==> src/hw/rtl/svlr_fifo.sv <==
// Small first-in first-out queue with a registered count.
module svlr_fifo #(
	parameter int WIDTH = 8,
	parameter int DEPTH = 4
) (
	input  logic             clk,
	input  logic             arst_n,
	input  logic             push,
	input  logic [WIDTH-1:0] data_in,
	output logic             full,
	input  logic             pop,
	output logic [WIDTH-1:0] data_out,
	output logic             empty
);

	localparam int PW = (DEPTH > 1) ? $clog2(DEPTH) : 1;
	localparam int CW = $clog2(DEPTH + 1);

	logic [WIDTH-1:0] store_q [DEPTH];
	logic [PW-1:0]    wr_ptr_q;
	logic [PW-1:0]    rd_ptr_q;
	logic [CW-1:0]    count_q;
	logic             do_push;
	logic             do_pop;

	assign full     = (count_q == CW'(DEPTH));
	assign empty    = (count_q == '0);
	assign do_push  = push && !full;
	assign do_pop   = pop && !empty;
	assign data_out = store_q[rd_ptr_q];

	always_ff @(posedge clk) begin
		if (do_push) begin
			store_q[wr_ptr_q] <= data_in;
		end
	end

	always_ff @(posedge clk or negedge arst_n) begin
		if (!arst_n) begin
			wr_ptr_q <= '0;
			rd_ptr_q <= '0;
			count_q  <= '0;
		end else begin
			if (do_push) begin
				wr_ptr_q <= (wr_ptr_q == PW'(DEPTH - 1)) ? '0 : wr_ptr_q + 1'b1;
			end
			if (do_pop) begin
				rd_ptr_q <= (rd_ptr_q == PW'(DEPTH - 1)) ? '0 : rd_ptr_q + 1'b1;
			end
			if (do_push && !do_pop) begin
				count_q <= count_q + 1'b1;
			end else if (do_pop && !do_push) begin
				count_q <= count_q - 1'b1;
			end
		end
	end

endmodule

==> config.mk <==
export PLATFORM = sky130hd
export DESIGN_NAME = svlr_fifo
export DESIGN_NICKNAME = d
export VERILOG_FILES = /design/src/hw/rtl/svlr_fifo.sv
export SDC_FILE = /design/constraint.sdc
export NUM_CORES = 1
export LEC_CHECK = 0
export BUFFER_PORTS_ARGS = -buffer_cell sky130_fd_sc_hd__clkbuf_2
export CAP_MARGIN = 20
export CORE_ASPECT_RATIO = 0.6
export CORE_MARGIN = 2
export CORE_UTILIZATION = 35
export DETAILED_ROUTE_END_ITERATION = 8
export HOLD_SLACK_MARGIN = 0.03
export SLEW_MARGIN = 20
export SYNTH_ARGS = -nofsm -noshare
export SYNTH_HDL_FRONTEND = slang
export SYNTH_SLANG_ARGS = --single-unit
export TNS_END_PERCENT = 20
==> constraint.sdc <==
create_clock -name clk -period 2.42 [get_ports clk]
set_clock_uncertainty 0.1 [all_clocks]
set_input_delay 0.121 -clock clk [delete_from_list [all_inputs] [get_ports clk]]
set_output_delay 0.121 -clock clk [all_outputs]
set_load 0.01 [all_outputs]
# Word level (Yosys, flattened, before mapping)
# Memories as Yosys holds them, arrays and structs flattened.
# Index checks and enable logic that the tools add are counted.
[word_totals] word_cells=27 inputBits=12 output_inout_bits=10 mem_bits_rw=32 reg_bits=7 n_memories=1
[mem_list] name="store_q" depth=4 word_bits=8 rd=1 rd_ports_with_merged_regs=0 wr=1 line="19" text="logic [WIDTH-1:0] store_q [DEPTH];"
[op_classes] n_eq_ne=3 n_reduce_logical=10 addsub=4 mux=6
[op_table] operator="3-bit two-way mux" n=2
[op_table] operator="2-bit by 1-bit adder with 2-bit output (second input constant)" n=2
[op_table] operator="2-bit == test (second input constant)" n=2
[op_table] operator="1-bit logical AND" n=4
[op_table] operator="1-bit zero test" n=4
[op_table] operator="2-bit two-way mux" n=2
[op_table] operator="3-bit by 1-bit adder with 3-bit output (second input constant)" n=1
[op_table] operator="3-bit == test (second input constant)" n=1
[op_table] operator="3-bit zero test" n=1
[op_table] operator="3-bit by 1-bit subtractor with 3-bit output (second input constant)" n=1
[op_table] operator="1-bit two-way mux" n=2
[op_table] operator="2-bit nonzero test" n=1

# Logic depth before layout (Yosys ltp)
# Gate-level depths: netlist (run 1).
[logic_depth] word_depth=7 ltp_mapped=9 depth_no_buf=8

# Worst setup path after synthesis (run 1)
# Ideal clock, no wire load.
[synth_path] path_kind="flip-flop to flip-flop" start="register count_q[0]" end="register count_q[2]" path_buffers=0 path_stages_with_launch=9 setup_ns=0.079 synth_period_minus_slack_ns=2.164 arrival_time_ns=1.984 path_slack_ns=0.256 t_required_ns=2.241 path_cell_list="dfrtp_1 nor3_1 nand2b_4 ha_1 inv_1 fa_1 xor2_1 nor2_1 xor2_1"
[synth_between] elab_chain_len=6 elab_cells_between_ends=15 classes_between="2 x add/sub; 1 x eq/ne; 2 x mux; 10 x reduce/logical"
[synth_lines] element="from (decl)" line="22" text="logic [CW-1:0] count_q;"
[synth_lines] element="from (signal assigned)" line="51" text="count_q <= count_q + 1'b1;"
[synth_lines] element="from (signal assigned)" line="53" text="count_q <= count_q - 1'b1;"
[synth_lines] element="3-bit zero test *" line="27" text="assign empty = (count_q == '0);"
[synth_lines] element="net empty" line="13" text="output logic empty"
[synth_lines] element="1-bit zero test *" line="29" text="assign do_pop = pop && !empty;"
[synth_lines] element="1-bit logical AND *" line="29"
[synth_lines] element="1-bit zero test" line="50" text="if (do_push && !do_pop) begin"
[synth_lines] element="1-bit logical AND" line="50"
[synth_lines] element="3-bit two-way mux or 2-bit nonzero test (tied branches)"
# The timed path passes the listed nets; every way through them passes the cells marked *. The select of a mux whose other input is x is not followed.
# A chain may end at the register's enable or synchronous reset.

# Final worst setup path (run 1)
[layout_path] start="register count_q[1]" end="register count_q[1]"
[layout_between] elab_chain_len=6 elab_cells_between_ends=15 classes_between="2 x add/sub; 1 x eq/ne; 2 x mux; 10 x reduce/logical"
[layout_lines] element="parallel branches: the longest is 6 deep, another holds 3-bit by 1-bit subtractor with 3-bit output"
# Several ways; the timed one is not identified. The select of a mux whose other input is x is not followed.

==> impl_metrics.yaml, run 1 <==
floorplan:
  ios: 22
  fp.dieH_um: 56.7
  rows: 19
  start_util_pct: 35.9
  die_area_um2: 5210
  core_area_um2: 4520
  die_x_um: 91.8
setup_path:
  critPathLaunchType: "flop"
  crit_required_ps: 2500
  path_class: "flop to flop"
  max_stage_delay_ps: 450
  worst_path_max_delay_cell: "dfrtp_1"
  arrival_ps: 2150
  crit_path_end_kind: "flop"
  crit_chain: "nor3_1 -> nand2b_4 -> ha_1 -> inv_1 -> fa_1 -> mux2_2"
  path_max_fanout: 4
cts:
  cts_sinks: 39
  clock_latency_ps: 290
  cts_made_buffers: 5
  cts.reportedPaths.clkPinSlew_ps: 70
  h-tree-depth: 2
  cts_tree: "yes"
  post_cts_buffers: 0
  cts_root_buf: "clkbuf_8"
  clk_path_buf_depth: 2
  cts_resized: 0
routing:
  drt-total-wl_mm: 2.61
  wire_per_inst_um: 14.7
  drtAntennaViolNets: 0
  first_pass_iters: 4
  drc: 0
  dr_total_vias: 793
  dr.first_iter.drc_count: 39
  avgViaCountPerCell: 4.46
final_layout:
  antenna_cells: 0
  area_growth_pct: 24.3
  design_area_um2: 2010
  drive_gt1_share_pct: 42.6
  nets: 133
power_and_ir_drop:
  leakage_nw: 0.764
  internal_power_mw: 1.73
  p_sw_share_pct: 28.6
  cellPowerDensity_nw_per_um2: 1200
  peakVddDrop_mv: 0.428
  power.switching_uw: 693
  p_comb_share_pct: 29.5
  seq_power_share_pct: 44.4
  clkPwrFrac_pct: 26.1
synth:
  ys_ff_latch: 39
  avgSynthCellArea_um2: 20.5
  ys.flop_type: "edfxtp_1"
  netlist_area_um2: 1620
  ys_seq_area_share_pct: 70.1
  synth_cells: 79
  syn-num-nets: 98
  synthArstFlopShare_pct: 17.9
  synth-edff-count: 32
  yosysUniqueCellTypes: 19
  synth-warning-count: 0
grt:
  grt.total_usage_pct: 11.4
  grt_pass1_vias: 860
  grt_max_degree: 13
  antenna_found_initial: 0
  globalRoute.totalOverflow: 0
  grt_first_pass_wirelength_mm: 4.14
timing:
  finalCritPeriodShare_pct: 85.8
  drv_slew: 0
  fmax_ghz: 0.481
  rsz0062_at_grt: "false"
  tightestPinTransition_ps: 618
  slew_headroom_pct: 58.8
  setup_viol: 0
  period_minus_slack_ps: 2080
  finalHoldViolCount: 0
  setup_tns_ps: 0
  fin_ws_ps: 343
placed_design:
  dpl_cell_area_um2: 1790
  hpwl_mm: 1.72
  port_buffers: 21
  gp_congestion: 0.694
  place_ws_ps: 308
run_status:
  status: "completed"
hold_path:
  hp-class: "input pin to flop"
run:
  maxCapViolCount: 0
[power by group through the flow]
stage / Sequential [mW] / Combinational [mW] / Clock, mW
after floorplan: 0.993 / 0.580 / 0
after global placement: 1.08 / 0.689 / 0
after detailed placement: 1.10 / 0.722 / 0
after CTS: 1.08 / 0.734 / 0.648
after global routing: 1.10 / 0.790 / 0.676
final: 1.07 / 0.714 / 0.632
[worst paths after layout]
path	from	endpoint	slack [ps]	cells past startpoint
min	pop	rd_ptr_q[1]	80	3
max reg2reg	count_q[1]	count_q[1]	340	6
max in group asynchronous	arst_n	count_q[2]	1940	2
max	count_q[1]	count_q[1]	340	6
min reg2reg	count_q[2]	count_q[2]	420	1
min in group asynchronous	arst_n	wr_ptr_q[0]	100	2
[area by class of cell]
type / count / area [µm²]
timing repair buffer: 31 / 203
inverter: 3 / 11.3
clock buffer: 6 / 72.6
fill: 410 / 2500
sequential: 39 / 1140
tap: 63 / 78.8
clock inverter: 2 / 60.1
multi-input combinational: 34 / 453
[critical path, delay by kind of cell, from the launching register on]
kind          cells  cell delay [ps]
buf+inv           1               60
simple gates      2              450
mux               1              280
flops             1              450
fa+ha+maj         2              630
[registers in the layout (all words and copies together), names as in the netlist]
register / flops
store_q: 32
wr_ptr_q: 2
rd_ptr_q: 2
count_q: 3
[through the flow]
stage / std cells / hold slack, ps / utilization, % / total power [mW]
floorplan: 79 / -275 / - / 1.57
global placement: 161 / -130 / 39.7 / 1.76
detailed placement: 161 / -125 / 39.7 / 1.82
CTS: 178 / 74.9 / 44.6 / 2.46
global route: 178 / 88.1 / 44.6 / 2.57
finish: 178 / 83.0 / 44.6 / 2.42
[synthesized netlist by cell type, types with 2 or more instances]
| cell | n | area [µm²] |
|---|---|---|
| ha_1 | 6 | 75.1 |
| dfrtp_1 | 7 | 175 |
| mux2_2 | 3 | 33.8 |
| inv_1 | 3 | 11.3 |
| mux4_2 | 8 | 180 |
| nor2_1 | 3 | 11.3 |
| xor2_1 | 2 | 17.5 |
| edfxtp_1 | 32 | 961 |
| and2_2 | 4 | 30.0 |
| mux2_4 | 2 | 30.0 |
[routing by layer]
metal  up-vias  wire (µm)  track usage, %
li1        371          -               -
met1       401       1210            13.7
met2        16       1270            18.1
met3         5         93            4.03
met4         0         42            6.61
met5         -          0               0
[what timing repair did]
item                       in CTS  in global routing
hold buffers                    9                  0
setup endpoints to repair       0                  0
hold endpoints to repair       39                  0
[logic make-up after synthesis]
| logic type | synth area share [%] |
|---|---|
| xor+xnor | 1.62 |
| fa+ha+maj | 5.87 |
| buf+inv | 1.93 |
| flops | 70.1 |
| mux | 15.1 |
| simple gates | 5.41 |
[layout by cell type, fill, tap and decap left out, drive strengths merged]
master	instances
and2	4
buf	1
bufinv	2
clkbuf	27
dfrtp	7
dlygate4sd3	9
edfxtp	32
fa	1
ha	6
inv	3
mux2	5
mux4	8
nand2b	1
nor2	3
nor2b	1
nor3	1
nor3b	1
xnor2	1
xor2	2
Note: power is estimated with default switching activity, not from simulation.
==> inputs of run 2 (changes only) <==
- GPL_TIMING_DRIVEN: not set -> 0
- SLEW_MARGIN: 20 -> 5
==> impl_metrics.yaml, run 2 (same netlist as run 1, synthesis figures left out) <==
final_layout:
  area_growth_pct: 22.2
  top_register: "store_q"
  n_fill_cell: 412
  multi_input_area_um2: 453
  stdcell_count: 180
  nets: 135
  final_cell_mix: "32 x edfxtp_1, 21 x clkbuf_2, 9 x dlygate4sd3_1, 8 x mux4_2, 7 x dfrtp_1"
  drive_gt1_share_pct: 42.7
  final_common_cell: "edfxtp_1"
  reg.largest.list: "store_q x32, count_q x3"
  antenna_cells: 0
  register_area_um2: 1140
  largest_reg_flops: 32
  final_core_util_pct: 43.8
grt:
  grt_max_degree: 13
  grt.total_usage_pct: 11.6
  grt_first_pass_wirelength_mm: 4.22
  globalRoute.totalOverflow: 0
  grt_pass1_vias: 846
  antenna_found_initial: 0
timing:
  finalCritPeriodShare_pct: 86.8
  setup_tns_ps: 0
  finalHoldViolCount: 0
  tightestPinTransition_ps: 559
  period_minus_slack_ps: 2100
  slew_headroom_pct: 62.7
  drv_slew: 0
  rsz0062_at_grt: "false"
  fmax_ghz: 0.476
  setup_viol: 0
setup_path:
  crit_required_ps: 2530
  critPathLaunchType: "flop"
  reg2reg_depth: 8
  path_class: "flop to flop"
  arrival_ps: 2220
  crit_path_end_kind: "flop"
  path_max_fanout: 4
power_and_ir_drop:
  cellPowerDensity_nw_per_um2: 1130
  leakage_nw: 0.747
  peakVddDrop_mv: 0.395
cts:
  cts_resized: 0
  cts_tree: "yes"
  post_cts_buffers: 0
  cts_made_buffers: 5
  clock_latency_ps: 290
  cts_root_buf: "clkbuf_8"
  cts_hold_buf: 9
  h-tree-depth: 2
  cts_sinks: 39
  clk_path_buf_depth: 2
  cts.reportedPaths.clkPinSlew_ps: 80
floorplan:
  die_x_um: 91.8
  ios: 22
  rows: 19
  fp.dieH_um: 56.7
  start_util_pct: 35.9
  core_area_um2: 4520
  die_area_um2: 5210
hold_path:
  holdPathStages: 3
  hp-class: "input pin to flop"
placed_design:
  gp_congestion: 0.690
  dp_cells: 163
  port_buffers: 21
  hpwl_mm: 1.77
routing:
  dr.first_iter.drc_count: 34
  drc: 0
  avgViaCountPerCell: 4.43
  drtAntennaViolNets: 0
  drt-total-wl_mm: 2.63
  dr_total_vias: 797
  first_pass_iters: 3
  wire_per_inst_um: 14.6
run_status:
  status: "completed"
run:
  maxCapViolCount: 0
run 2: cell count changes in the layout (fill, tap and decap cells not counted):
cell / change
clkinv_2: +1
bufinv_16: -2
buf_6: +1
buf_4: -1
buf_1: +1
clkinvlp_4: +1
buf_2: +1
run 2: through the flow:
step | hold slack (ps) | power [mW] | setup slack, ps | cell area [µm²]
2_1_floorplan | -275 | 1.57 | 256 | 1620
3_3_place_gp | -134 | 1.78 | 363 | 1800
3_5_place_dp | -126 | 1.84 | 316 | 1800
4_1_cts | 71.9 | 2.28 | 303 | 1980
5_1_grt | 91.2 | 2.39 | 130 | 1980
6_report | 78.8 | 2.24 | 319 | 1980
run 2: worst paths after layout:
check / startpoint / end / slack (ps)
setup / recovery: count_q[1] / count_q[2] / 320
hold / removal: pop / rd_ptr_q[0] / 80
setup reg to reg: count_q[1] / count_q[2] / 320
hold reg to reg: count_q[2] / count_q[2] / 420
max in group asynchronous: arst_n / count_q[0] / 1950
min in group asynchronous: arst_n / wr_ptr_q[1] / 100
run 2: layer usage:
| layer | wire length (µm) | vias up | GRT usage, % |
|---|---|---|---|
| li1 | - | 371 | - |
| met1 | 1220 | 405 | 13.9 |
| met2 | 1280 | 16 | 18.4 |
| met3 | 88 | 5 | 4.03 |
| met4 | 40 | 0 | 6.40 |
| met5 | 0 | - | 0 |
run 2: critical path, stage by stage, from the launching register on:
cell	delay [ps]
dfrtp_1	450
nor3_1	260
nand2b_4	190
ha_1	180
inv_1	60
fa_1	370
xor2_1	150
nor2_1	110
xor2_1	160
run 2: power breakdown:
group	switching, mW	total (mW)	leakage (nW)	internal (mW)
sequential	0.0905	1.00	0.375	0.909
clock	0.228	0.430	0.0412	0.201
combinational	0.389	0.811	0.330	0.421
total	0.708	2.24	0.747	1.53
run 2: cell type report:
type	instances	area share [%]
flip-flops and latches	39	57.4
inverters	3	0.569
well taps	63	3.98
repair buffers	30	9.86
clock buffers	6	3.67
plain buffers	3	1.01
clock inverters	2	0.632
multi-input cells	34	22.9
