File: src/hw/rtl/svlr_pkg.sv
// Shared types and constants of the sample playback voice.
package svlr_pkg;

	localparam int CHANNELS    = 2;
	localparam int SAMPLE_BITS = 16;
	localparam int CMD_DEPTH   = 4;
	localparam int OUT_DEPTH   = 8;

	typedef enum logic [1:0] {
		ACT_LOAD   = 2'd0,
		ACT_START  = 2'd1,
		ACT_STOP   = 2'd2,
		ACT_RENDER = 2'd3
	} action_t;

	typedef enum logic [1:0] {
		REG_SOURCE_LENGTH = 2'd0,
		REG_STEP_RATE     = 2'd1,
		REG_GAIN          = 2'd2
	} reg_index_t;

	typedef enum logic [1:0] {
		MODE_IDLE     = 2'd0,
		MODE_PLAYING  = 2'd1,
		MODE_STOPPING = 2'd2
	} voice_mode_t;

	typedef struct packed {
		action_t            action;
		logic [15:0]        load_index;
		logic signed [15:0] load_left;
		logic signed [15:0] load_right;
	} in_item_t;

	typedef struct packed {
		logic signed [15:0] out_left;
		logic signed [15:0] out_right;
		logic               voice_active;
	} out_item_t;

	// Work passed from the front part to the back part, in item order.
	typedef struct packed {
		logic               is_load;
		logic [16:0]        index;
		logic signed [15:0] left;
		logic signed [15:0] right;
		logic [15:0]        frac;
		logic               active;
		logic               audible;
	} cmd_t;

endpackage

File: src/hw/rtl/svlr_front.sv
// Front part: classifies items, keeps voice mode and read position, issues work.
module svlr_front #(
	parameter int MAX_FRAMES = 65536
) (
	input  logic                clk,
	input  logic                arst_n,
	input  logic                accept,
	input  svlr_pkg::in_item_t  item,
	input  logic [16:0]         source_length,
	input  logic [23:0]         step_rate,
	output logic                cmd_push,
	output svlr_pkg::cmd_t      cmd
);

	svlr_pkg::voice_mode_t mode_q;
	svlr_pkg::voice_mode_t mode_d;
	logic [32:0]           pos_q;
	logic [32:0]           pos_d;
	logic [33:0]           pos_sum;
	logic [32:0]           pos_sat;
	logic [17:0]           idx_p1;
	logic                  in_range;
	logic                  load_ok;

	assign pos_sum  = {1'b0, pos_q} + 34'(step_rate);
	assign pos_sat  = pos_sum[33] ? '1 : pos_sum[32:0];
	assign idx_p1   = 18'(pos_q[32:16]) + 18'd1;
	assign in_range = (idx_p1 < 18'(source_length)) && (32'(idx_p1) < 32'(MAX_FRAMES));
	assign load_ok  = 32'(item.load_index) < 32'(MAX_FRAMES);

	always_comb begin
		mode_d   = mode_q;
		pos_d    = pos_q;
		cmd      = '0;
		cmd_push = 1'b0;
		case (item.action)
			svlr_pkg::ACT_LOAD: begin
				cmd.is_load = 1'b1;
				cmd.index   = 17'(item.load_index);
				cmd.left    = item.load_left;
				cmd.right   = item.load_right;
				cmd_push    = accept && load_ok;
			end
			svlr_pkg::ACT_START: begin
				pos_d  = '0;
				mode_d = svlr_pkg::MODE_PLAYING;
			end
			svlr_pkg::ACT_STOP: begin
				mode_d = svlr_pkg::MODE_STOPPING;
			end
			svlr_pkg::ACT_RENDER: begin
				cmd_push = accept;
				if (mode_q == svlr_pkg::MODE_PLAYING) begin
					cmd.active  = 1'b1;
					cmd.index   = pos_q[32:16];
					cmd.frac    = pos_q[15:0];
					cmd.audible = in_range;
					pos_d       = pos_sat;
				end else if (mode_q == svlr_pkg::MODE_STOPPING) begin
					mode_d = svlr_pkg::MODE_IDLE;
				end
			end
			default: begin
			end
		endcase
	end

	always_ff @(posedge clk or negedge arst_n) begin
		if (!arst_n) begin
			mode_q <= svlr_pkg::MODE_IDLE;
			pos_q  <= '0;
		end else if (accept) begin
			mode_q <= mode_d;
			pos_q  <= pos_d;
		end
	end

endmodule

File: config.mk
export PLATFORM = sky130hd
export DESIGN_NAME = svlr_front
export DESIGN_NICKNAME = d
export VERILOG_FILES = /design/src/hw/rtl/svlr_pkg.sv /design/src/hw/rtl/svlr_front.sv
export SDC_FILE = /design/constraint.sdc
export NUM_CORES = 1
export LEC_CHECK = 0
export BUFFER_PORTS_ARGS = -buffer_cell sky130_fd_sc_hd__buf_2
export CORE_ASPECT_RATIO = 1.5
export CORE_MARGIN = 2
export CORE_UTILIZATION = 34
export CTS_CLUSTER_DIAMETER = 50
export DETAILED_ROUTE_END_ITERATION = 12
export GPL_TIMING_DRIVEN = 0
export SYNTH_ARGS = -nofsm -noshare
export SYNTH_HDL_FRONTEND = slang
export SYNTH_SLANG_ARGS = --single-unit
File: constraint.sdc
create_clock -name clk -period 2.5 [get_ports clk]
set_input_delay 0.125 -clock clk [delete_from_list [all_inputs] [get_ports clk]]
set_output_delay 0.125 -clock clk [all_outputs]
set_load 0.01 [all_outputs]
Yosys cells after proc, flatten, opt, wreduce, memory -nomap -nowiden. Index checks and enable logic that the tools add are counted.

Input port bits: 94. Register bits: 35. Output and inout port bits: 69.

Equality and inequality tests: 8. Mux-type cells: 13. $lt $le $gt $ge: 2. Reduce and logical (&&, ||, !) cells: 7. Add/sub/neg operators: 2.

Operators with widths (count): $mux W33 (2); $pmux W33 S2 (1); $mux W18 (2); $add A33 B24 Y34 (1); $pmux W17 S2 (1); $mux W32 (1); $add A17 B1 Y18 const B (1); $lt A18 B17 Y1 (1); $lt A18 B17 Y1 const B (1); $mux W17 (1); $eq A2 B2 Y1 const B (3); $ne A2 B2 Y1 const B (3); $pmux W2 S3 (1); $eq A2 B1 Y1 const B (2); $mux W2 (2); $reduce_and A4 Y1 (1); $reduce_and A3 Y1 (1); $reduce_bool A3 Y1 (1); $logic_not A2 Y1 (1); $mux W1 (2); $reduce_bool A2 Y1 (1); $reduce_or A2 Y1 (1); $logic_and A1 B1 Y1 (1).

Logic depth before layout (Yosys ltp). Gate-level depths: netlist of run 1.

Depth in word-level cells: 5. Depth in mapped cells: 13.

Least setup slack after synthesis of run 1. No wires, ideal clock.

Path kind: register to output. Start: reg pos_q[24]. End: out cmd[0] in the netlist's numbering. Buffers on the path: 1. Cell stages (with the launch flop): 12. Slack: -0.407 ns. Arrival time: 2.782 ns. Path through: dfrtp_1 > clkbuf_1 > and3_1 > and3_1 > and3_1 > and2_1 > nand2b_1 > xnor2_1 > ha_1 > nor2b_1 > or4_1 > a211oi_1.

RTL lines: from (decl) (line svlr_front.sv:17) `logic [32:0] pos_q;`; from (signal assigned) (line svlr_front.sv:74) `pos_q <= pos_d;`; to (decl) (line svlr_front.sv:12) `output svlr_pkg::cmd_t cmd`.

==> results of run 1 <==
layer usage:
layer	global-route usage (%)	vias to the layer above	wire (µm)
met1	23.5	2141	5290
met3	2.61	29	925
met5	0	-	0
met2	39.9	163	7610
li1	-	2287	-
met4	8.77	0	459
cell usage after synthesis (all sizes together), types with 3 or more instances:
library cell,count
nor2,49
xor2,16
clkbuf,22
dfrtp,35
nand2,48
nor3,4
a21o,10
and3,7
o21a,8
nand2b,3
a211oi,9
ha,46
a22oi,16
inv,31
a31o,4
nand4,4
nand3,11
a21oi,34
xnor2,21
and2,53
and4,4
a31oi,8
buf,5
o22ai,3
o211ai,4
a311oi,5
nor2b,5
o21ai,46
path summary, 6_finish.rpt:
check                           from         to  slack (ps)  cells after the start
min in group asynchronous     arst_n   pos_q[4]         470                      2
max                        pos_q[24]     cmd[0]        -720                     12
min reg2reg                 pos_q[2]   pos_q[2]         510                      2
min                           accept  mode_q[0]         190                      3
max reg2reg                 pos_q[0]  pos_q[32]        -350                     12
max in group asynchronous     arst_n  pos_q[17]        1460                      2
worst register-to-register path, delay by kind of cell (launching register included):
family | cells | cell delay (ps)
flip-flops | 1 | 350
AO/OA/AOI/OAI | 4 | 760
AND/OR/NAND/NOR | 4 | 890
adder cells (fa/ha/maj) | 2 | 590
buffers and inverters | 2 | 150
layout make-up:
cell class              count  area, µm²  area share [%]
plain buffers              24        136            2.33
clock buffers               5        125            2.13
clock inverters             3       43.8           0.747
inverters                  31        116            1.99
multi-input cells         446       3370            57.5
flip-flops and latches     35        882            15.0
well taps                 153        191            3.27
repair buffers            184        993            16.9
registers in the layout, summed over array words and instances (netlist names):
signal  count
mode_q      2
pos_q      33
power by group through the flow:
stage          sequential, mW  combinational, mW  clock [mW]
2_1_floorplan           0.808               1.33           0
3_3_place_gp            0.854               1.75           0
3_5_place_dp            0.862               1.78           0
4_1_cts                 0.845               2.01       0.742
5_1_grt                 0.884               2.41       0.766
6_report                0.862               2.18       0.729
stage by stage:
| stage | cell area, µm² | cells |
|---|---|---|
| 3_5_place_dp | 5180 | 854 |
| 6_report | 5860 | 881 |
| 2_1_floorplan | 4180 | 539 |
| 5_1_grt | 5860 | 881 |
| 4_1_cts | 5650 | 878 |
| 3_3_place_gp | 5180 | 854 |
repair_timing:
item / CTS / global route
pin swaps: 22 / 31
hold buffers: 1 / 0
setup endpoints to repair: 30 / 40
gates resized for setup: 45 / 57
endpoints found under the hold margin: 35 / 0
buffers inserted: 16 / 7
kinds of logic (layout without fill, tap and decap cells):
| kind of cell | count (synthesis) | in the layout | share of synthesized area (%) |
|---|---|---|---|
| flops | 35 | 35 | 21.3 |
| buf+inv | 58 | 247 | 5.59 |
| mux | 1 | 1 | 0.243 |
| fa+ha+maj | 47 | 47 | 14.5 |
| compound gates | 165 | 165 | 26.6 |
| xor+xnor | 37 | 37 | 7.86 |
| simple gates | 196 | 196 | 24.0 |
==> impl_metrics.yaml, run 1 <==
clocking:
  clkSlewWorstSetupHoldPaths_ps: 60
  numCtsBuffers: 5
  cts_buffer_depth: 2
  root_buffer: "clkbuf_16"
  cts_htree_levels: 2
  tritoncts: "built"
  clk_latency_ps: 290
  cts.sinks: 35
setup_path:
  path_max_fanout: 9
  max_stage_delay_ps: 480
  start_kind: "register"
  path_cells: "buf_8 -> and3_4 -> and3_4 -> and3_4 -> and2_4 -> nand2b_1 -> xnor2_2 -> ha_1 -> nor2b_1 -> or4_1 -> a211oi_2 -> buf_2"
  crit_type: "reg -> out"
  critPathTopFamily: "simple AND/OR/NAND/NOR gates"
  path_buf_inv: 2
  crit_top_cell: "and3_4"
  slowest_stage: "or4_1"
  worst_setup_path_end_kind: "output pin"
  critPathRequiredTime_ps: 2380
  critPathArrivalTime_ps: 3090
floorplanning:
  die_h_um: 139
  io_pins: 163
  fp.coreArea_um2: 11900
  rows: 49
  start_util_pct: 34.7
  die_area_um2: 13000
  die_x_um: 93.9
timing:
  holdWs_ps: 185
  finalWorstSetupSlack_ps: -719
  rsz0062_at_grt: "yes"
  worst_slew_pin_slew_ps: 816
  final.setup.tns_ps: -3170
  finalSetupViolations: 12
  final_max_slew_viol_count: 0
  period_needed_ps: 3220
  hold_violations: 0
  timing.fmax_mhz: 311
  min_period_over_period_pct: 129
  finClkSkew_ps: 7.27
  max_slew_margin_pct: 45.6
power:
  p_clk_share_pct: 19.3
  netSwitchingFraction_pct: 43.4
  switching_power_mw: 1.64
  internal-power_mw: 2.14
  power.total_mw: 3.77
  leakage_nw: 2.96
  power_frac_seq_pct: 22.9
  p_per_area_nw_per_um2: 643
  power.combinational.fraction_pct: 57.8
  peakVddDrop_mv: 0.331
placement:
  portBuffers: 162
  dpl_worst_slack_ps: -667
  hpwl_mm: 11.2
  gp_congestion: 0.914
layout:
  diodes: 0
  area_growth_pct: 42.2
  fin_nets: 868
  layout_common_cells: "164 x buf_2, 49 x and2_1, 47 x nand2_1"
  nFillCells: 1182
  mostFrequentLayoutCell: "buf_2"
  final_util_pct: 49.3
  drive_above_1_share_pct: 37.6
global_route:
  grt_max_degree: 36
  grt-ovfl-total: 0
  grt_pass1_vias: 4732
  track_usage_pct: 21.3
  grt_first_pass_wirelength_mm: 22.5
  antenna_found_initial: 0
yosys:
  synth_flop_cell: "dfrtp_1"
  yosysWarningCount: 0
  syn_nets: 680
  async_flop_share_pct: 100
  synth_edf_count: 0
  yosysTopAreaCell: "dfrtp_1"
  yosys.cell_types.count: 60
  synth_area_um2: 4120
  synth_seq_cells: 35
  synth_top_area_share_pct: 21.3
  seq_area_frac_synth_pct: 21.3
  synth.area.top_cells: "dfrtp_1 21%, ha_1 14%, and2_1 7.9%, nor2_1 4.5%, xnor2_1 4.5%"
  postSynthAreaPerCell_um2: 7.65
  synth_cells: 539
flow_run:
  drv_cap: 0
routing:
  drc: 0
  ant_nets: 0
  detail_route.wl_per_cell_um: 16.2
  routed-via-count: 4620
  routed_wl_mm: 14.3
  drtIter0Drc: 169
  avgViaCountPerCell: 5.24
  dr.pass1.iters: 4
run_status:
  status: "finished with violations"
  violations: "negative setup slack"
min_path:
  hold_class: "in -> reg"
No activity file was read; power rests on OpenSTA's default activity.
==> run 2, diff against run 1 <==
--- a/config.mk
+++ b/config.mk
@@ -8,10 +8,11 @@
 export BUFFER_PORTS_ARGS = -buffer_cell sky130_fd_sc_hd__buf_2
 export CORE_ASPECT_RATIO = 1.5
 export CORE_MARGIN = 2
-export CORE_UTILIZATION = 34
+export CORE_UTILIZATION = 45
 export CTS_CLUSTER_DIAMETER = 50
 export DETAILED_ROUTE_END_ITERATION = 12
 export GPL_TIMING_DRIVEN = 0
+export PLACE_DENSITY = 0.78
 export SYNTH_ARGS = -nofsm -noshare
 export SYNTH_HDL_FRONTEND = slang
 export SYNTH_SLANG_ARGS = --single-unit
==> run 2 against run 1 <==
Compared with the run above:
- the run still ends with negative setup slack left
- sequential share of layout area is 0.086 points lower
- via count is 3.5% higher
- sequential power hardly changed
- fmax is 1.5% lower
- sequential cell count stayed put
- worst hold slack better by 3.1 ps
- register-to-register slack better by 80 ps
- final cell count is 4.5% lower
==> impl_metrics.yaml, run 2 (synthesis results as in run 1) <==
routing:
  detail_route.wl_per_cell_um: 17.2
  drtIter0Drc: 311
  dr.pass1.iters: 5
  routed_wl_mm: 14.4
  drc: 0
  avgViaCountPerCell: 5.69
  ant_nets: 0
  routed-via-count: 4782
timing:
  max_slew_margin_pct: 44.4
  final_max_slew_viol_count: 0
  rsz0062_at_grt: "yes"
  finalSetupViolations: 10
  worst_slew_pin_slew_ps: 834
  holdWs_ps: 188
  finalWorstSetupSlack_ps: -768
  min_period_over_period_pct: 131
  hold_violations: 0
  timing.fmax_mhz: 306
  finClkSkew_ps: 5.93
  period_needed_ps: 3270
flow_run:
  drv_cap: 0
global_route:
  grt_pass1_vias: 4632
  grt_first_pass_wirelength_mm: 21.7
  antenna_found_initial: 1
  grt-ovfl-total: 0
  track_usage_pct: 28.2
  grt_max_degree: 36
floorplanning:
  fp.coreArea_um2: 8880
  io_pins: 163
  die_x_um: 82.1
  start_util_pct: 46.4
  rows: 42
  die_area_um2: 9960
  die_h_um: 121
placement:
  dpl_worst_slack_ps: -670
  dpl_cell_area_um2: 5120
  gp_congestion: 0.920
  hpwl_mm: 11.0
  portBuffers: 162
layout:
  top_regs: "pos_q x33, mode_q x2"
  mostFrequentLayoutCell: "buf_2"
  area_growth_pct: 43.0
  final_util_pct: 66.4
  diodes: 0
  fin_nets: 871
  largest_reg_flops: 33
  final_area_um2: 5900
  largest_register: "pos_q"
  drive_above_1_share_pct: 39.3
  layout_common_cells: "164 x buf_2, 49 x and2_1, 47 x nand2_1"
setup_path:
  slowest_stage: "or4_1"
  critPathRequiredTime_ps: 2380
  max_stage_delay_ps: 440
  crit_top_cell: "a21o_1"
  path_max_fanout: 4
  r2r_start: "pos_q[0]"
  start_kind: "register"
  crit_type: "reg -> out"
  critPathArrivalTime_ps: 3140
  critPathTopFamily: "simple AND/OR/NAND/NOR gates"
  startpoint: "pos_q[16]"
  worst_setup_path_end_kind: "output pin"
  path_buf_inv: 1
  path_cells: "and3_1 -> nand3_2 -> nor2_4 -> and2_4 -> nand2_1 -> xnor2_1 -> ha_1 -> a21o_1 -> a21o_1 -> a21oi_1 -> o22ai_1 -> or4_1 -> a211oi_2 -> buf_2"
power:
  power.total_mw: 3.89
  peakVddDrop_mv: 0.447
  p_per_area_nw_per_um2: 659
  leakage_nw: 2.98
clocking:
  clkSlewWorstSetupHoldPaths_ps: 60
  root_buffer: "clkbuf_16"
  clk_latency_ps: 280
  cts_buffer_depth: 2
  tritoncts: "built"
  cts_htree_levels: 2
  numCtsBuffers: 5
  cts.sinks: 35
run_status:
  violations: "negative setup slack"
  status: "finished with violations"
min_path:
  hold_class: "in -> reg"
  holdCritStartpoint: "accept"
run 2: worst paths after layout:
check | end | slack (ps) | depth (start not counted)
min reg2reg | pos_q[14] | 530 | 2
max in group asynchronous | pos_q[20] | 1440 | 2
min in group asynchronous | pos_q[7] | 480 | 2
max reg2reg | pos_q[32] | -270 | 12
max | cmd[0] | -770 | 14
min | mode_q[0] | 190 | 3
run 2: final cells by class:
cell class,instances,area [µm²]
Buffer,26,144
Timing Repair Buffer,185,993
Multi-Input combinational cell,446,3450
Sequential cell,35,882
Clock buffer,5,125
Fill cell,771,2990
Tap cell,110,138
Inverter,31,116
Clock inverter,3,43.8
run 2: stage by stage:
stage / instances / TNS, ps
finish: 841 / -2270
global route: 841 / -4310
CTS: 835 / -1760
detailed placement: 811 / -6930
global placement: 811 / -5280
floorplan: 539 / -355
run 2: worst register-to-register path, cell delays in order (launching register included):
cell and delay (ps):
dfrtp_1 350, ha_2 200, inv_2 40, fa_2 340, and2b_2 270, o2111ai_4 170, a2111oi_4 320, or2_1 150
buf_6 110, a311oi_4 130, nor3_4 290, a41oi_1 140, and2_1 170
run 2: power by group:
part           switching (mW)  internal (mW)  leakage (nW)
Clock                   0.270          0.471        0.0838
Sequential              0.168          0.695         0.459
Combinational            1.26           1.02          2.44
run 2: metal layers:
metal / part of all wire, % / routed length [µm] / global-route usage, %
met1: 34 / 4960 / 27.9
met2: 55 / 7880 / 54.4
met3: 6.7 / 965 / 4.39
met4: 4.4 / 631 / 13.2
met5: 0 / 0 / 0
run 2: what timing repair did:
action	in CTS	in global routing
endpoints found under the setup margin	29	43
hold buffers	1	0
gates resized for setup	54	47
hold endpoints to repair	35	0
pin swaps	20	21
buffers inserted	16	6
==> run 3, diff against run 2 <==
--- a/config.mk
+++ b/config.mk
@@ -12,6 +12,7 @@
 export CTS_CLUSTER_DIAMETER = 50
 export DETAILED_ROUTE_END_ITERATION = 12
 export GPL_TIMING_DRIVEN = 0
+export MAX_ROUTING_LAYER = met4
 export PLACE_DENSITY = 0.78
 export SYNTH_ARGS = -nofsm -noshare
 export SYNTH_HDL_FRONTEND = slang
==> run 3 against run 2 <==
Compared with the run above:
- the run still ends with negative setup slack left
- combinational power up 2%
- count of clock-buffer cells in the layout did not move
- setup slack gained 59 ps
- register-to-register slack is essentially flat
- final area up 1.4%
- largest cell class unchanged
- highest routed layer unchanged
- critical path type unchanged
- sequential cell count stayed put
==> impl_metrics.yaml, run 3 (synthesis results as in run 1) <==
run_status:
  status: "finished with violations"
  violations: "negative setup slack"
global_route:
  grt_pass1_vias: 4732
  track_usage_pct: 29.2
  grt_first_pass_wirelength_mm: 22.0
  antenna_found_initial: 1
  grt_max_degree: 36
  grt-ovfl-total: 0
setup_path:
  critPathTopFamily: "simple AND/OR/NAND/NOR gates"
  critPathArrivalTime_ps: 3080
  r2r_setup_slack_ps: -260
  slowest_stage: "or4_1"
  r2r_start: "pos_q[0]"
  worstReg2RegEnd: "pos_q[32]"
  start_kind: "register"
  ff2ff_path_depth: 12
  worst_setup_path_end_kind: "output pin"
  startpoint: "pos_q[26]"
  crit_type: "reg -> out"
  max_stage_delay_ps: 480
  crit_top_cell: "and3_4"
  path_cells: "and3_4 -> and3_4 -> and3_4 -> and2_4 -> nand2b_1 -> xnor2_2 -> ha_1 -> nor2b_1 -> or4_1 -> a211oi_2 -> buf_2"
  critPathRequiredTime_ps: 2380
  path_buf_inv: 1
  path_max_fanout: 5
layout:
  final_area_um2: 5980
  layout.cells.non_filler: 847
  area_growth_pct: 45.1
  layout_common_cells: "164 x buf_2, 49 x and2_1, 44 x nand2_1, 44 x nor2_1, 31 x ha_1"
  drive_above_1_share_pct: 39.9
  fin_nets: 874
  mostFrequentLayoutCell: "buf_2"
  largest_reg_flops: 33
  top_regs: "pos_q x33, mode_q x2"
  nFillCells: 757
  largest_register: "pos_q"
min_path:
  holdCritStartpoint: "accept"
  holdPathEnd: "mode_q[0]"
  hold_class: "in -> reg"
  whs_path_depth: 3
timing:
  finalSetupViolations: 12
  worst_slew_pin_slew_ps: 822
  finClkSkew_ps: 2.28
  finalWorstSetupSlack_ps: -709
  final.setup.tns_ps: -2310
  hold_violations: 0
  timing.fmax_mhz: 312
  rsz0062_at_grt: "yes"
  min_period_over_period_pct: 128
  period_needed_ps: 3210
  final_max_slew_viol_count: 0
  max_slew_margin_pct: 45.2
power:
  p_per_area_nw_per_um2: 658
  leakage_nw: 2.99
  switching_power_mw: 1.73
  power.total_mw: 3.93
  power_frac_seq_pct: 22.1
  power.combinational.fraction_pct: 59.2
  peakVddDrop_mv: 0.472
  internal-power_mw: 2.20
  netSwitchingFraction_pct: 44.0
  p_clk_share_pct: 18.7
floorplanning:
  die_area_um2: 9960
  die_x_um: 82.1
  die_h_um: 121
  io_pins: 163
  start_util_pct: 46.4
  rows: 42
  fp.coreArea_um2: 8880
routing:
  routed_wl_mm: 14.4
  ant_nets: 0
  dr.pass1.iters: 7
  avgViaCountPerCell: 5.77
  drc: 0
  routed-via-count: 4891
  drtIter0Drc: 344
  detail_route.wl_per_cell_um: 17.1
placement:
  hpwl_mm: 10.9
  gp_congestion: 0.978
  portBuffers: 162
  dp.cells: 811
  dpl_cell_area_um2: 5120
clocking:
  cts_htree_levels: 2
  clk_latency_ps: 280
  cts_buffer_depth: 2
  tritoncts: "built"
  clkSlewWorstSetupHoldPaths_ps: 60
  numCtsBuffers: 5
  root_buffer: "clkbuf_16"
  cts.sinks: 35
flow_run:
  drv_cap: 0
[run 3: cell count changes in the layout (fill, tap and decap cells not counted), sizes merged]
cell | previous run | this run
diode | 0 | 3
clkbuf | 25 | 24
buf | 190 | 194
[run 3: worst max path at each step]
stage / slack [ps] / endpoint / cells past startpoint
final: -710 / cmd[0] / 11
after global routing: -860 / cmd[0] / 14
after CTS: -670 / cmd[0] / 11
after detailed placement: -630 / cmd[0] / 14
after global placement: -570 / cmd[0] / 14
after floorplan: -220 / cmd[0] / 13
[run 3: what timing repair did]
item                                    4_1_cts  5_1_grt
pin swaps                                    24       25
setup buffers                                17       10
hold buffers                                  1        0
gates resized for setup                      53       59
endpoints found under the setup margin       31       38
endpoints found under the hold margin        35        0
gates cloned                                  0        0
[run 3: metrics by stage]
step / hold WS, ps / utilization, % / worst slack [ps]
6_report: 178 / 67.3 / -709
3_3_place_gp: 260 / 57.7 / -572
5_1_grt: 211 / 67.3 / -855
3_5_place_dp: 277 / 57.7 / -627
2_1_floorplan: -171 / - / -221
4_1_cts: 180 / 63.4 / -675
[run 3: area by class of cell]
cell class	instances	area, µm²	share of cell area (%)
diodes	3	7.51	0.126
plain buffers	24	130	2.18
clock buffers	5	125	2.09
clock inverters	3	43.8	0.733
inverters	31	116	1.95
multi-input cells	446	3500	58.6
flip-flops and latches	35	882	14.8
well taps	110	138	2.30
repair buffers	190	1030	17.3
[run 3: per-layer routing]
metal  vias up  global-route usage, %  share of wire [%]
li1       2296                      -                  -
met1      2281                   28.7                 35
met2       253                   55.0                 54
met3        61                   4.54                7.0
met4         0                   12.2                4.1
met5         -                      -                  0
[run 3: worst register-to-register path: stages (launching register included)]
cell and delay, ps:
dfrtp_1 380, ha_2 190, inv_2 50, fa_2 180
and2b_2 250, o2111ai_4 280, a2111oi_4 120, or2_1 230
buf_6 130, a311oi_4 360, nor2_2 110, a31o_1 240
and2_1 130
[run 3: power groups by stage]
stage,Sequential (mW),Combinational [mW],Clock (mW)
finish,0.868,2.33,0.735
global route,0.885,2.54,0.754
CTS,0.854,2.04,0.734
detailed placement,0.862,1.77,0
global placement,0.856,1.73,0
floorplan,0.808,1.33,0
